[src/tthd_pkg.sv]
// teletext hamming decoder package: operation codes, parity masks and
// the 8/4 correction table of tthd_h84_dec; no dependencies
`default_nettype none

package tthd_pkg;

  typedef enum logic [1:0] {
    REQ_H84_SINGLE   = 2'd0,
    REQ_H84_PAIR_LO  = 2'd1,
    REQ_H84_PAIR_HI  = 2'd2,
    REQ_H2418_TRIPLE = 2'd3
  } req_type_t;

  // hamming 8/4 test masks
  localparam logic [7:0] H84_MASK_A = 8'hA3;
  localparam logic [7:0] H84_MASK_B = 8'h8E;
  localparam logic [7:0] H84_MASK_C = 8'h3A;

  // hamming 24/18 test masks, per byte
  localparam logic [7:0] H2418_MASK_A  = 8'h55;
  localparam logic [7:0] H2418_MASK_B  = 8'h66;
  localparam logic [7:0] H2418_MASK_C  = 8'h78;
  localparam logic [7:0] H2418_MASK_HI = 8'h80;
  localparam logic [7:0] H2418_MASK_LO = 8'h7F;

  // highest syndrome that names a real bit position
  localparam logic [4:0] H2418_MAX_SYN = 5'd24;

  localparam int unsigned DATA_W = 18;

  typedef struct packed {
    logic [3:0] nib;
    logic       bad;
  } h84_res_t;

  typedef struct packed {
    logic [DATA_W-1:0] data;
    logic              bad;
  } h2418_res_t;

  // data-bit flip for each 8/4 syndrome
  function automatic logic [3:0] h84_fix(input logic [2:0] syn);
    logic [3:0] f;
    case (syn)
      3'd3:    f = 4'd8;
      3'd5:    f = 4'd4;
      3'd6:    f = 4'd2;
      3'd7:    f = 4'd1;
      default: f = 4'd0;
    endcase
    return f;
  endfunction

endpackage

`default_nettype wire

[src/teletext_hamming_decoder.sv]
// teletext hamming 8/4 and 24/18 decoder, top level
// depends on tthd_pkg, tthd_h84_dec and tthd_h2418_dec
//
// usage:
//   in_*  : one request per handshake, operation code on in_tuser, up to
//           three received bytes on in_tdata in transmission order
//   out_* : one result per request, decoded data on out_tdata, the
//           uncorrectable flag on out_tuser
//   an accepted request goes into the input register, then through decode
//   logic into the output register that drives out_tvalid
//   throughput is one request per clock while out_tready is high; the two
//   register stages form a short pipeline, ready chaining back from out_tready
//   when the receiver stalls, the output register holds its result and the
//   input register holds the next request, so two requests are buffered
//   before in_tready drops
//   rst_n (synchronous, active low) empties both stages; no other state
//   exists, the decode itself keeps no history between requests
//   nibbles that cannot be corrected read 15, uncorrectable triplets read 0
`default_nettype none

module teletext_hamming_decoder
  import tthd_pkg::*;
(
  input  wire logic        clk,
  input  wire logic        rst_n,
  input  wire logic        in_tvalid,
  output logic             in_tready,
  input  wire logic [23:0] in_tdata,   // byte0 [7:0], byte1 [15:8], byte2 [23:16]
  input  wire logic [1:0]  in_tuser,   // req_type [1:0]
  output logic             out_tvalid,
  input  wire logic        out_tready,
  output logic [23:0]      out_tdata,  // decoded [17:0], zero fill [23:18]
  output logic [0:0]       out_tuser   // uncorrectable [0]
);

  // input stage
  logic        in_vld_r;
  logic        in_vld_nxt;
  logic [23:0] in_bytes_r;
  logic [1:0]  in_type_r;

  // output stage
  logic              out_vld_r;
  logic              out_vld_nxt;
  logic [DATA_W-1:0] out_data_r;
  logic              out_bad_r;

  logic out_load;
  logic in_load;

  h84_res_t   res0;
  h84_res_t   res1;
  h2418_res_t res_t;

  logic [DATA_W-1:0] dec_data;
  logic              dec_bad;

  // output register can take a result when empty or being drained
  assign out_load  = in_vld_r && (!out_vld_r || out_tready);
  assign in_tready = !in_vld_r || !out_vld_r || out_tready;
  assign in_load   = in_tvalid && in_tready;

  tthd_h84_dec u_h84_0 (
    .code_byte (in_bytes_r[7:0]),
    .res       (res0)
  );

  tthd_h84_dec u_h84_1 (
    .code_byte (in_bytes_r[15:8]),
    .res       (res1)
  );

  tthd_h2418_dec u_h2418 (
    .b0  (in_bytes_r[7:0]),
    .b1  (in_bytes_r[15:8]),
    .b2  (in_bytes_r[23:16]),
    .res (res_t)
  );

  // pick the result for the operation code
  always_comb begin
    case (req_type_t'(in_type_r))
      REQ_H84_SINGLE: begin
        dec_data = {14'd0, res0.nib};
        dec_bad  = res0.bad;
      end
      REQ_H84_PAIR_LO: begin
        dec_data = {10'd0, res1.nib, res0.nib};
        dec_bad  = res0.bad | res1.bad;
      end
      REQ_H84_PAIR_HI: begin
        dec_data = {10'd0, res0.nib, res1.nib};
        dec_bad  = res0.bad | res1.bad;
      end
      default: begin
        dec_data = res_t.data;
        dec_bad  = res_t.bad;
      end
    endcase
  end

  always_comb begin
    in_vld_nxt  = in_load ? 1'b1 : (out_load ? 1'b0 : in_vld_r);
    out_vld_nxt = out_load ? 1'b1 : (out_tready ? 1'b0 : out_vld_r);
  end

  // control state
  always_ff @(posedge clk) begin
    if (!rst_n) begin
      in_vld_r  <= 1'b0;
      out_vld_r <= 1'b0;
    end else begin
      in_vld_r  <= in_vld_nxt;
      out_vld_r <= out_vld_nxt;
    end
  end

  // payload, no reset needed
  always_ff @(posedge clk) begin
    if (in_load) begin
      in_bytes_r <= in_tdata;
      in_type_r  <= in_tuser;
    end
    if (out_load) begin
      out_data_r <= dec_data;
      out_bad_r  <= dec_bad;
    end
  end

  assign out_tvalid   = out_vld_r;
  assign out_tdata    = {6'd0, out_data_r};
  assign out_tuser[0] = out_bad_r;

endmodule

`default_nettype wire

[src/tthd_h84_dec.sv]
// hamming 8/4 byte decoder, purely combinational
// depends on tthd_pkg
`default_nettype none

module tthd_h84_dec
  import tthd_pkg::*;
(
  input  wire logic [7:0] code_byte,
  output h84_res_t        res
);

  logic [2:0] syn;
  logic [3:0] raw;

  always_comb begin
    // each test checks for odd parity
    syn[0] = ~(^(code_byte & H84_MASK_A));
    syn[1] = ~(^(code_byte & H84_MASK_B));
    syn[2] = ~(^(code_byte & H84_MASK_C));
    raw    = {code_byte[7], code_byte[5], code_byte[3], code_byte[1]};
    if ((syn != 3'd0) && (^code_byte)) begin
      res.nib = 4'hF;
      res.bad = 1'b1;
    end else begin
      res.nib = raw ^ h84_fix(syn);
      res.bad = 1'b0;
    end
  end

endmodule

`default_nettype wire

[src/tthd_h2418_dec.sv]
// hamming 24/18 triplet decoder, purely combinational
// depends on tthd_pkg
`default_nettype none

module tthd_h2418_dec
  import tthd_pkg::*;
(
  input  wire logic [7:0] b0,
  input  wire logic [7:0] b1,
  input  wire logic [7:0] b2,
  output h2418_res_t      res
);

  logic [4:0]  syn;
  logic        par_all;
  logic [23:0] word;
  logic [23:0] flip;
  logic [23:0] fixed;

  always_comb begin
    syn[0] = ~(^(b0 & H2418_MASK_A) ^ ^(b1 & H2418_MASK_A) ^ ^(b2 & H2418_MASK_A));
    syn[1] = ~(^(b0 & H2418_MASK_B) ^ ^(b1 & H2418_MASK_B) ^ ^(b2 & H2418_MASK_B));
    syn[2] = ~(^(b0 & H2418_MASK_C) ^ ^(b1 & H2418_MASK_C) ^ ^(b2 & H2418_MASK_C));
    syn[3] = ~(^(b0 & H2418_MASK_HI) ^ ^(b1 & H2418_MASK_LO));
    syn[4] = ~(^(b1 & H2418_MASK_HI) ^ ^(b2 & H2418_MASK_LO));
    par_all = ^{b0, b1, b2};
    word    = {b2, b1, b0};
    flip    = (syn != 5'd0) ? (24'd1 << (syn - 5'd1)) : 24'd0;
    fixed   = word ^ flip;
    // double error, or syndrome past the last bit position
    if (((syn != 5'd0) && par_all) || (syn > H2418_MAX_SYN)) begin
      res.data = '0;
      res.bad  = 1'b1;
    end else begin
      res.data = {fixed[22:16], fixed[14:8], fixed[6:4], fixed[2]};
      res.bad  = 1'b0;
    end
  end

endmodule

`default_nettype wire

[config.mk]
export PLATFORM = sky130hd
export DESIGN_NAME = teletext_hamming_decoder
export DESIGN_NICKNAME = d
export VERILOG_FILES = /design/src/tthd_pkg.sv /design/src/teletext_hamming_decoder.sv /design/src/tthd_h84_dec.sv /design/src/tthd_h2418_dec.sv
export SDC_FILE = /design/constraint.sdc
export NUM_CORES = 1
export LEC_CHECK = 0
export BUFFER_PORTS_ARGS = -buffer_cell sky130_fd_sc_hd__clkbuf_2
export CORE_MARGIN = 2
export CORE_UTILIZATION = 45
export CTS_CLUSTER_SIZE = 24
export DETAILED_ROUTE_END_ITERATION = 8
export MAX_ROUTING_LAYER = met4
export PLACE_DENSITY = 0.76
export SLEW_MARGIN = 20
export SYNTH_ARGS = -nofsm -noshare
export SYNTH_HDL_FRONTEND = slang
export SYNTH_HIERARCHICAL = 1
export SYNTH_SLANG_ARGS = --single-unit
[constraint.sdc]
create_clock -name clk -period 5.6 [get_ports clk]
set_input_delay 0.56 -clock clk [delete_from_list [all_inputs] [get_ports clk]]
set_output_delay 0.56 -clock clk [all_outputs]
set_load 0.05 [all_outputs]
==> flow_summary.json, run 1 <==
{
  "outcome": "finished, final reports clean",
  "fin_crit_ns": 3.300,
  "async_reset_ff_share_pct": 0,
  "drv_slew": 0,
  "rsz0062_at_grt": "false",
  "power-per-cell-area_nw_per_um2": 329.5,
  "grt_util_all_layers_pct": 18.60,
  "worstHoldStart": "in_tdata[14]",
  "worstHoldEndpoint": "in_bytes_r[14]",
  "hold_viol_final": 0,
  "die_width_um": 94.26,
  "vdd_drop_max_mv": 0.1515,
  "ios": 57,
  "drv_cap": 0,
  "reg2reg_depth": 11,
  "power.leakage_nw": 1.460,
  "fin_hold_ws_ns": 0.4325,
  "cts_tree": "done",
  "n_antenna_cell": 0,
  "cts-hold-fix-buffers": 0,
  "placementRows": 32,
  "routed_wl_um": 7668,
  "antenna_found_initial": 0,
  "clk_latency_ns": 0.30,
  "hpwl_um": 5933,
  "worst_r2r_endpoint": "out_data_r[5]",
  "setup_violations": 0,
  "critical_path.startpoint_type": "flop",
  "nets": 450,
  "wl_per_cell_um": 14.80,
  "required_ns": 5.62,
  "ys_ff_latch": 47,
  "grt_max_degree": 29,
  "synth_ff_type": "edfxtp_1",
  "crit_fanout": 10,
  "min_path_type": "in2reg",
  "drt-vias-per-instance": 5.556,
  "arrival_ns": 3.32,
  "worst_pin_slew_ns": 0.8184,
  "place_congestion": 0.8959,
  "synthToLayoutAreaGrowth_pct": 9.147,
  "post_cts_buffers": 0,
  "multi_input_area_um2": 2100,
  "cts_sinks": 47,
  "drt_first_iter_violations": 160,
  "n_fill_cell": 745,
  "routed-via-count": 2878,
  "ant_nets": 0,
  "drive_above_1_share_pct": 17.55,
  "seq_area_um2": 1391,
  "fin_worst_skew_ns": 0.004091,
  "synthDistinctLibCells": 54,
  "clockBufferDepth": 2,
  "yosysSeqAreaShare_pct": 37.95,
  "startpoint": "in_bytes_r[2]",
  "drc_errors": 0,
  "fmax_mhz": 303.0,
  "hold_depth": 1,
  "syn-instance-count": 373,
  "die-area_um2": 8885,
  "numPortBuffers": 50,
  "slew_headroom_pct": 45.04,
  "synth_area_um2": 3666,
  "overflow": 0,
  "critPathKind": "reg2reg",
  "cts_resized": 0,
  "fin_crit_sh_pct": 58.93,
  "core_um2": 7807,
  "r2r_slack_ns": 2.30,
  "avgSynthCellArea_um2": 9.828,
  "numCtsBuffers": 5,
  "grt_pass1_vias": 2564,
  "cts-htree-levels": 2,
  "grt_pass1_wl_um": 12420,
  "synth_edf_count": 45,
  "dieHeight_um": 94.26,
  "yosys_warnings": 6,
  "finalSetupTns_ns": 0,
  "r2r_start": "in_bytes_r[2]",
  "start_util_pct": 46.96,
  "root_buffer": "clkbuf_8",
  "end_kind": "flop",
  "first_pass_iters": 5,
  "path_clk_slew_ns": 0.08
}
logic make-up (layout without fill, tap and decap cells):
| kind of cell | after synthesis | count (layout) | share of synthesized area (%) |
|---|---|---|---|
| compound gates | 84 | 84 | 16.04 |
| flops | 47 | 47 | 37.95 |
| fa+ha+maj | 5 | 5 | 1.706 |
| other cells | 1 | 6 | 0.1023 |
| mux | 1 | 1 | 0.2730 |
| xor+xnor | 74 | 74 | 20.17 |
| simple gates | 129 | 129 | 18.36 |
| buf+inv | 32 | 70 | 5.393 |
Yosys cell counts, drive strengths merged, types with 2 or more instances:
cell | n | share of area, %
or2 | 3 | 0.58
xor3 | 2 | 1.4
and2 | 16 | 2.8
nor3 | 6 | 1.2
a32o | 3 | 0.82
o31a | 3 | 0.72
nand4 | 8 | 1.4
o22ai | 3 | 0.51
o2111ai | 2 | 0.48
a21oi | 14 | 1.9
buf | 20 | 4.2
o221ai | 2 | 0.48
o41ai | 6 | 1.4
nand3b | 2 | 0.41
or3 | 6 | 1.0
a31oi | 6 | 1.0
or4 | 4 | 0.82
ha | 5 | 1.7
a22oi | 4 | 0.82
edfxtp | 45 | 37
nand2 | 29 | 3.0
dfxtp | 2 | 1.1
xor2 | 21 | 5.2
nor2b | 12 | 2.0
clkbuf | 2 | 0.20
nand3 | 13 | 1.8
o31ai | 3 | 0.75
a211oi | 2 | 0.41
o311ai | 5 | 1.2
o21ai | 23 | 3.1
xnor2 | 50 | 13
nand2b | 2 | 0.34
nor2 | 26 | 2.7
inv | 10 | 1.0
a221oi | 3 | 0.72
placed cells by master (no fill, tap or decap), types with 6 or more instances in the layout:
cell and instances:
clkbuf_2 50, edfxtp_1 45, xnor2_1 45, nand2_1 29, nor2_1 26, o21ai_0 23
xor2_1 20, and2_1 15, a21oi_1 13, nand3_1 13, nor2b_1 12, inv_1 10
nand4_1 8, conb_1 6, or3_1 6, a31oi_1 6, o41ai_1 6
metal layers:
metal  track usage (%)  share of wire [%]  wire [um]  up-vias
met5                 -                  0          0        -
met4             5.676                1.6        121        0
met3             3.050                6.3        481       14
met2             28.51                 45       3488      125
met1             25.45                 47       3577     1315
li1                  -                  -          -     1424
registers in the layout, summed over array words and instances, names as in the netlist:
name	cells
out_tvalid	1
in_bytes_r	24
out_data_r	18
in_vld_r	1
in_type_r	2
out_tuser	1
critical path, stage by stage, from the launching register on:
cell      delay (ns)
edfxtp_1        0.56
xnor2_1         0.25
xnor3_1         0.46
or3_1           0.38
nand2_1         0.08
ha_1            0.27
nor2b_1         0.24
nor2b_1         0.28
o221ai_1        0.14
a32o_1          0.21
nand2_1         0.06
o21ai_0         0.09
worst max path at each step:
stage | to | cells after the start | slack [ns]
detailed placement | out_data_r[5] | 11 | 2.32
CTS | out_data_r[5] | 11 | 2.29
finish | out_data_r[5] | 11 | 2.30
floorplan | out_data_r[12] | 11 | 2.62
global route | out_data_r[5] | 11 | 2.06
global placement | out_data_r[5] | 11 | 2.40
where the power goes:
| group | switching, mW | internal [mW] | total [mW] |
|---|---|---|---|
| Combinational | 0.441 | 0.243 | 0.684 |
| Clock | 0.102 | 0.0851 | 0.187 |
| Sequential | 0.0274 | 0.420 | 0.448 |
| Total | 0.570 | 0.748 | 1.32 |
through the flow:
| step | cell area (um2) | instances | util, % | total power, mW | setup WS (ns) |
|---|---|---|---|---|---|
| 4_1_cts | 4001 | 518 | 51.25 | 1.318 | 2.294 |
| 3_5_place_dp | 3921 | 510 | 50.22 | 1.128 | 2.320 |
| 2_1_floorplan | 3685 | 378 | - | 1.018 | 2.624 |
| 3_3_place_gp | 3921 | 510 | 50.22 | 1.127 | 2.397 |
| 5_1_grt | 4001 | 518 | 51.25 | 1.417 | 2.060 |
| 6_report | 4001 | 518 | 51.25 | 1.319 | 2.300 |
cell type report:
type	count	area share, %
clock buffers	6	1.814
well taps	102	3.189
flip-flops and latches	47	34.77
multi-input cells	299	52.47
inverters	10	0.9381
repair buffers	52	6.629
clock inverters	2	0.1876
(Power assumes the default switching activity.)
==> run 2, diff against run 1 <==
--- a/config.mk
+++ b/config.mk
@@ -11,7 +11,7 @@
 export CTS_CLUSTER_SIZE = 24
 export DETAILED_ROUTE_END_ITERATION = 8
 export MAX_ROUTING_LAYER = met4
-export PLACE_DENSITY = 0.76
+export PLACE_DENSITY = 0.78
 export SLEW_MARGIN = 20
 export SYNTH_ARGS = -nofsm -noshare
 export SYNTH_HDL_FRONTEND = slang
==> constraint.sdc (replaced) <==
create_clock -name clk -period 2.7 [get_ports clk]
set_input_delay 0.27 -clock clk [delete_from_list [all_inputs] [get_ports clk]]
set_output_delay 0.27 -clock clk [all_outputs]
set_load 0.05 [all_outputs]
==> run 2 against run 1 <==
Effect of this change:
- critical path depth did not move
- cell area grew 20%
- routed wire length increased by 14%
- cell count is 12% higher
- largest power group unchanged
- critical endpoint unchanged
- utilization grew 10 points
- hold slack lost 0.28 ns
- clock skew barely moved
- the run now ends with negative setup slack left
==> flow_summary.json, run 2 (synthesis results as in run 1) <==
{
  "outcome": "finished with violations",
  "failed_checks": "negative setup slack",
  "drc_errors": 0,
  "place_congestion": 1.006,
  "cts-htree-levels": 2,
  "worstHoldStart": "in_tdata[21]",
  "core_um2": 7807,
  "drt_first_iter_violations": 242,
  "nets": 513,
  "dp_cells": 568,
  "r2r_slack_ns": -0.12,
  "drv_slew": 0,
  "crit_fanout": 3,
  "drv_cap": 0,
  "multi_input_area_um2": 2370,
  "crit_path_end": "out_data_r[5]",
  "grt_pass1_vias": 2974,
  "power-per-cell-area_nw_per_um2": 750.2,
  "cts_sinks": 47,
  "largest_register_ffs": 24,
  "hpwl_um": 6606,
  "die-area_um2": 8885,
  "ant_nets": 0,
  "required_ns": 2.71,
  "fin_crit_ns": 2.822,
  "drive_above_1_share_pct": 36.48,
  "numCtsBuffers": 5,
  "path_clk_slew_ns": 0.07,
  "critical_path.startpoint_type": "flop",
  "setup_violations": 15,
  "reg2reg_depth": 11,
  "placementRows": 32,
  "hold_viol_final": 0,
  "end_kind": "flop",
  "seq_area_um2": 1391,
  "clockBufferDepth": 2,
  "grt_max_degree": 29,
  "n_antenna_cell": 0,
  "worst_r2r_endpoint": "out_data_r[5]",
  "fmax_mhz": 354.3,
  "routed-via-count": 3216,
  "slew_headroom_pct": 46.55,
  "n_fill_cell": 654,
  "layout_common_cells": "buf_4 (59), clkbuf_2 (50), edfxtp_1 (45)",
  "start_util_pct": 46.96,
  "die_width_um": 94.26,
  "reg_top3": "in_bytes_r x24, out_data_r x18, in_type_r x2",
  "first_pass_iters": 6,
  "cts_tree": "done",
  "wl_per_cell_um": 15.03,
  "top_register": "in_bytes_r",
  "root_buffer": "clkbuf_8",
  "fin_crit_sh_pct": 104.5,
  "antenna_found_initial": 0,
  "min_path_type": "in2reg",
  "numPortBuffers": 50,
  "overflow": 0,
  "fin_hold_ws_ns": 0.1516,
  "drt-vias-per-instance": 5.554,
  "dp_slack_ns": -0.09028,
  "vdd_drop_max_mv": 0.4688,
  "finalSetupTns_ns": -0.5759,
  "arrival_ns": 2.83,
  "startpoint": "in_bytes_r[18]",
  "power.leakage_nw": 1.866,
  "final_common_cell": "buf_4",
  "finalPower_mw": 3.588,
  "routed_wl_um": 8705,
  "setup_ws_ns": -0.1222,
  "fin_worst_skew_ns": 0.003994,
  "clk_latency_ns": 0.29,
  "worst_pin_slew_ns": 0.8017,
  "dieHeight_um": 94.26,
  "grt_pass1_wl_um": 13640,
  "critPathKind": "reg2reg",
  "r2r_start": "in_bytes_r[18]",
  "stdcell_count": 579,
  "ios": 57,
  "grt_util_all_layers_pct": 19.91,
  "synthToLayoutAreaGrowth_pct": 30.44,
  "rsz0062_at_grt": "true"
}
==> run 2: cell count changes in the layout (fill, tap and decap cells not counted), sizes merged <==
cell / previous run / this run
buf: 2 / 64
clkinv: 2 / 0
clkbuf: 56 / 57
==> run 2: metal layers <==
metal  part of all wire, %  GRT usage, %  vias up
met2                    50         33.69      149
met1                    42         26.02     1509
met3                   7.2         2.729       10
met5                     0             -        -
li1                      -             -     1548
met4                  0.80         3.382        0
==> run 2: how the worst min path moves through the flow <==
stage,endpoint,cells past startpoint
after floorplan,in_bytes_r[0],0
after global placement,in_bytes_r[15],1
after detailed placement,in_bytes_r[12],1
after CTS,in_type_r[0],1
after global routing,in_bytes_r[5],1
final,in_bytes_r[21],1
==> run 2: final cells by class <==
cell class                 count  area share (%)
multi-input combinational    299           49.56
sequential                    47           29.09
timing repair buffer         115           16.38
tap                          102           2.669
clock buffer                   6           1.518
inverter                      10          0.7849
==> run 2: timing repair <==
| action | in CTS | in global routing |
|---|---|---|
| resized for setup | 13 | 39 |
| cloned | 0 | 1 |
| setup buffers | 0 | 4 |
| hold buffers | 0 | 0 |
| endpoints found under the setup margin | 11 | 19 |
| pin swaps | 6 | 13 |
==> run 2: stage by stage <==
| stage | util, % | cell area (um2) |
|---|---|---|
| after detailed placement | 56.35 | 4399 |
| after global placement | 56.35 | 4399 |
| after CTS | 58.03 | 4531 |
| after floorplan | - | 3715 |
| final | 61.25 | 4782 |
| after global routing | 61.25 | 4782 |
==> run 2: worst max-delay path, cell delays in order (launching register included) <==
cell and delay [ns]:
edfxtp_1 0.49, xor2_2 0.23, xnor3_1 0.37, or3_4 0.37, nand2_4 0.08, ha_4 0.22
nor2b_4 0.12, nor2b_4 0.18, o221ai_2 0.09, a32o_1 0.21, nand2_1 0.08, o21ai_1 0.10
==> run 2: power breakdown <==
part	internal, mW	switching, mW
Combinational	1.08	1.23
Sequential	0.872	0.0354
Clock	0.172	0.199
==> run 3, diff against run 2 <==
--- a/config.mk
+++ b/config.mk
@@ -7,11 +7,11 @@
 export LEC_CHECK = 0
 export BUFFER_PORTS_ARGS = -buffer_cell sky130_fd_sc_hd__clkbuf_2
 export CORE_MARGIN = 2
-export CORE_UTILIZATION = 45
+export CORE_UTILIZATION = 37
 export CTS_CLUSTER_SIZE = 24
 export DETAILED_ROUTE_END_ITERATION = 8
 export MAX_ROUTING_LAYER = met4
-export PLACE_DENSITY = 0.78
+export PLACE_DENSITY = 0.68
 export SLEW_MARGIN = 20
 export SYNTH_ARGS = -nofsm -noshare
 export SYNTH_HDL_FRONTEND = slang
==> run 3 against run 2 <==
Effect of this change:
- the run still ends with negative setup slack left
- hold slack lost 0.022 ns
- clock skew increased by 0.0046 ns
- via count is 1.5% lower
- cell area shrank 0.55%
- total power fell by 0.11%
- sequential power fell by 0.4%
- first-iteration DRC count is 4.1% lower
- non-clock buffer count is 7 lower
- maximum frequency is essentially flat
==> flow_summary.json, run 3 (synthesis results as in run 1) <==
{
  "n_fill_cell": 898,
  "drt_first_iter_violations": 232,
  "fin_crit_ns": 2.820,
  "drv_slew": 0,
  "n_antenna_cell": 0,
  "hold_depth": 1,
  "top_register": "in_bytes_r",
  "rsz0062_at_grt": "true",
  "reg_top3": "in_bytes_r x24, out_data_r x18, in_type_r x2",
  "wl_per_cell_um": 15.08,
  "ios": 57,
  "fin_crit_sh_pct": 104.5,
  "numCtsBuffers": 5,
  "critPathKind": "reg2reg",
  "ant_nets": 0,
  "outcome": "finished with violations",
  "cts-hold-fix-buffers": 0,
  "placementRows": 36,
  "slew_headroom_pct": 46.42,
  "power-per-cell-area_nw_per_um2": 753.5,
  "fmax_mhz": 354.5,
  "drv_cap": 0,
  "drc_errors": 0,
  "largest_register_ffs": 24,
  "root_buffer": "clkbuf_8",
  "hpwl_um": 6834,
  "seq_area_um2": 1391,
  "grt_pass1_vias": 3128,
  "routed-via-count": 3169,
  "failed_checks": "negative setup slack",
  "overflow": 0,
  "clockBufferDepth": 2,
  "min_path_type": "in2reg",
  "core_um2": 9684,
  "cts_tree": "done",
  "start_util_pct": 37.86,
  "worst_pin_slew_ns": 0.8037,
  "dieHeight_um": 103.5,
  "grt_util_all_layers_pct": 17.50,
  "first_pass_iters": 5,
  "final_common_cell": "buf_4",
  "die_width_um": 103.5,
  "synthToLayoutAreaGrowth_pct": 29.73,
  "nets": 506,
  "path_clk_slew_ns": 0.09,
  "cts-htree-levels": 2,
  "setup_violations": 11,
  "drt-vias-per-instance": 5.238,
  "vdd_drop_max_mv": 0.3867,
  "clk_latency_ns": 0.31,
  "dp_slack_ns": -0.1659,
  "crit_fanout": 5,
  "place_area_um2": 4408,
  "numPortBuffers": 50,
  "multi_input_area_um2": 2336,
  "antenna_found_initial": 0,
  "critical_path.startpoint_type": "flop",
  "routed_wl_um": 9123,
  "fin_area_um2": 4756,
  "reg2reg_depth": 13,
  "place_congestion": 0.8587,
  "grt_pass1_wl_um": 14920,
  "hold_viol_final": 0,
  "arrival_ns": 2.86,
  "required_ns": 2.74,
  "end_kind": "flop",
  "layout_common_cells": "buf_4 (53), clkbuf_2 (50), edfxtp_1 (45)",
  "fin_worst_skew_ns": 0.008576,
  "drive_above_1_share_pct": 34.32,
  "setup_ws_ns": -0.1205,
  "grt_max_degree": 29,
  "power.leakage_nw": 1.827,
  "die-area_um2": 10720,
  "cts_sinks": 47
}
==> run 3: cell count changes in the layout (fill, tap and decap cells not counted), moves of 2 or more <==
cell     change
xnor2_2      -3
nor2_1       +3
nor2_2       -2
buf_4        -6
xnor2_1      +4
==> run 3: per-layer routing <==
metal  up-vias  GRT usage, %  part of all wire, %  wire length [um]
li1       1540             -                    -                 -
met1      1505         21.87                   43              3967
met2       113         29.71                   50              4548
met3        11         2.580                  5.7               520
met4         0         4.923                 0.94                86
met5         -             -                    0                 0
==> run 3: layout make-up <==
cell class / instances / share of cell area [%]
Clock buffer: 5 / 1.447
Tap cell: 133 / 3.499
Inverter: 10 / 0.7893
Clock inverter: 3 / 0.8945
Multi-Input combinational cell: 299 / 49.12
Sequential cell: 47 / 29.26
Timing Repair Buffer: 108 / 15.00
==> run 3: repair_timing <==
action | CTS | global route
endpoints found under the hold margin | 0 | 0
pin swaps | 10 | 13
resized for setup | 22 | 23
buffers inserted | 2 | 0
endpoints found under the setup margin | 15 | 19
gates cloned | 0 | 0
==> run 3: where the power goes <==
part	internal, mW	switching [mW]
clock	0.276	0.256
combinational	0.950	1.20
sequential	0.871	0.0321
total	2.10	1.49
==> run 3: worst paths after layout <==
check / from / endpoint / slack, ns
worst max register to register: in_bytes_r[2] / out_data_r[5] / -0.12
worst min register to register: out_tvalid / in_vld_r / 0.55
worst min-delay path: in_tdata[10] / in_bytes_r[10] / 0.13
worst max-delay path: in_bytes_r[2] / out_data_r[5] / -0.12
==> run 3: critical path, stage by stage, from the launching register on <==
cell and delay [ns]:
edfxtp_1 0.47, buf_6 0.17, xor2_4 0.15, xnor2_2 0.15
xnor2_1 0.15, or3_4 0.41, nand2_4 0.09, ha_4 0.22
nor2b_4 0.12, nor2b_4 0.19, o221ai_2 0.10, a32o_1 0.20
nand2_1 0.06, o21ai_1 0.07
==> run 3: metrics by stage <==
stage / total power, mW / std cells / hold slack, ns / setup TNS (ns) / utilization [%]
after global placement: 2.729 / 595 / 0.4483 / -0.1625 / 45.52
after detailed placement: 2.771 / 595 / 0.4486 / -1.063 / 45.52
final: 3.584 / 605 / 0.1296 / -0.5982 / 49.11
after floorplan: 2.183 / 378 / 0.3689 / -0.03815 / -
after global routing: 3.788 / 605 / 0.1131 / -2.073 / 49.11
after CTS: 3.448 / 605 / 0.1253 / -0.3777 / 47.80
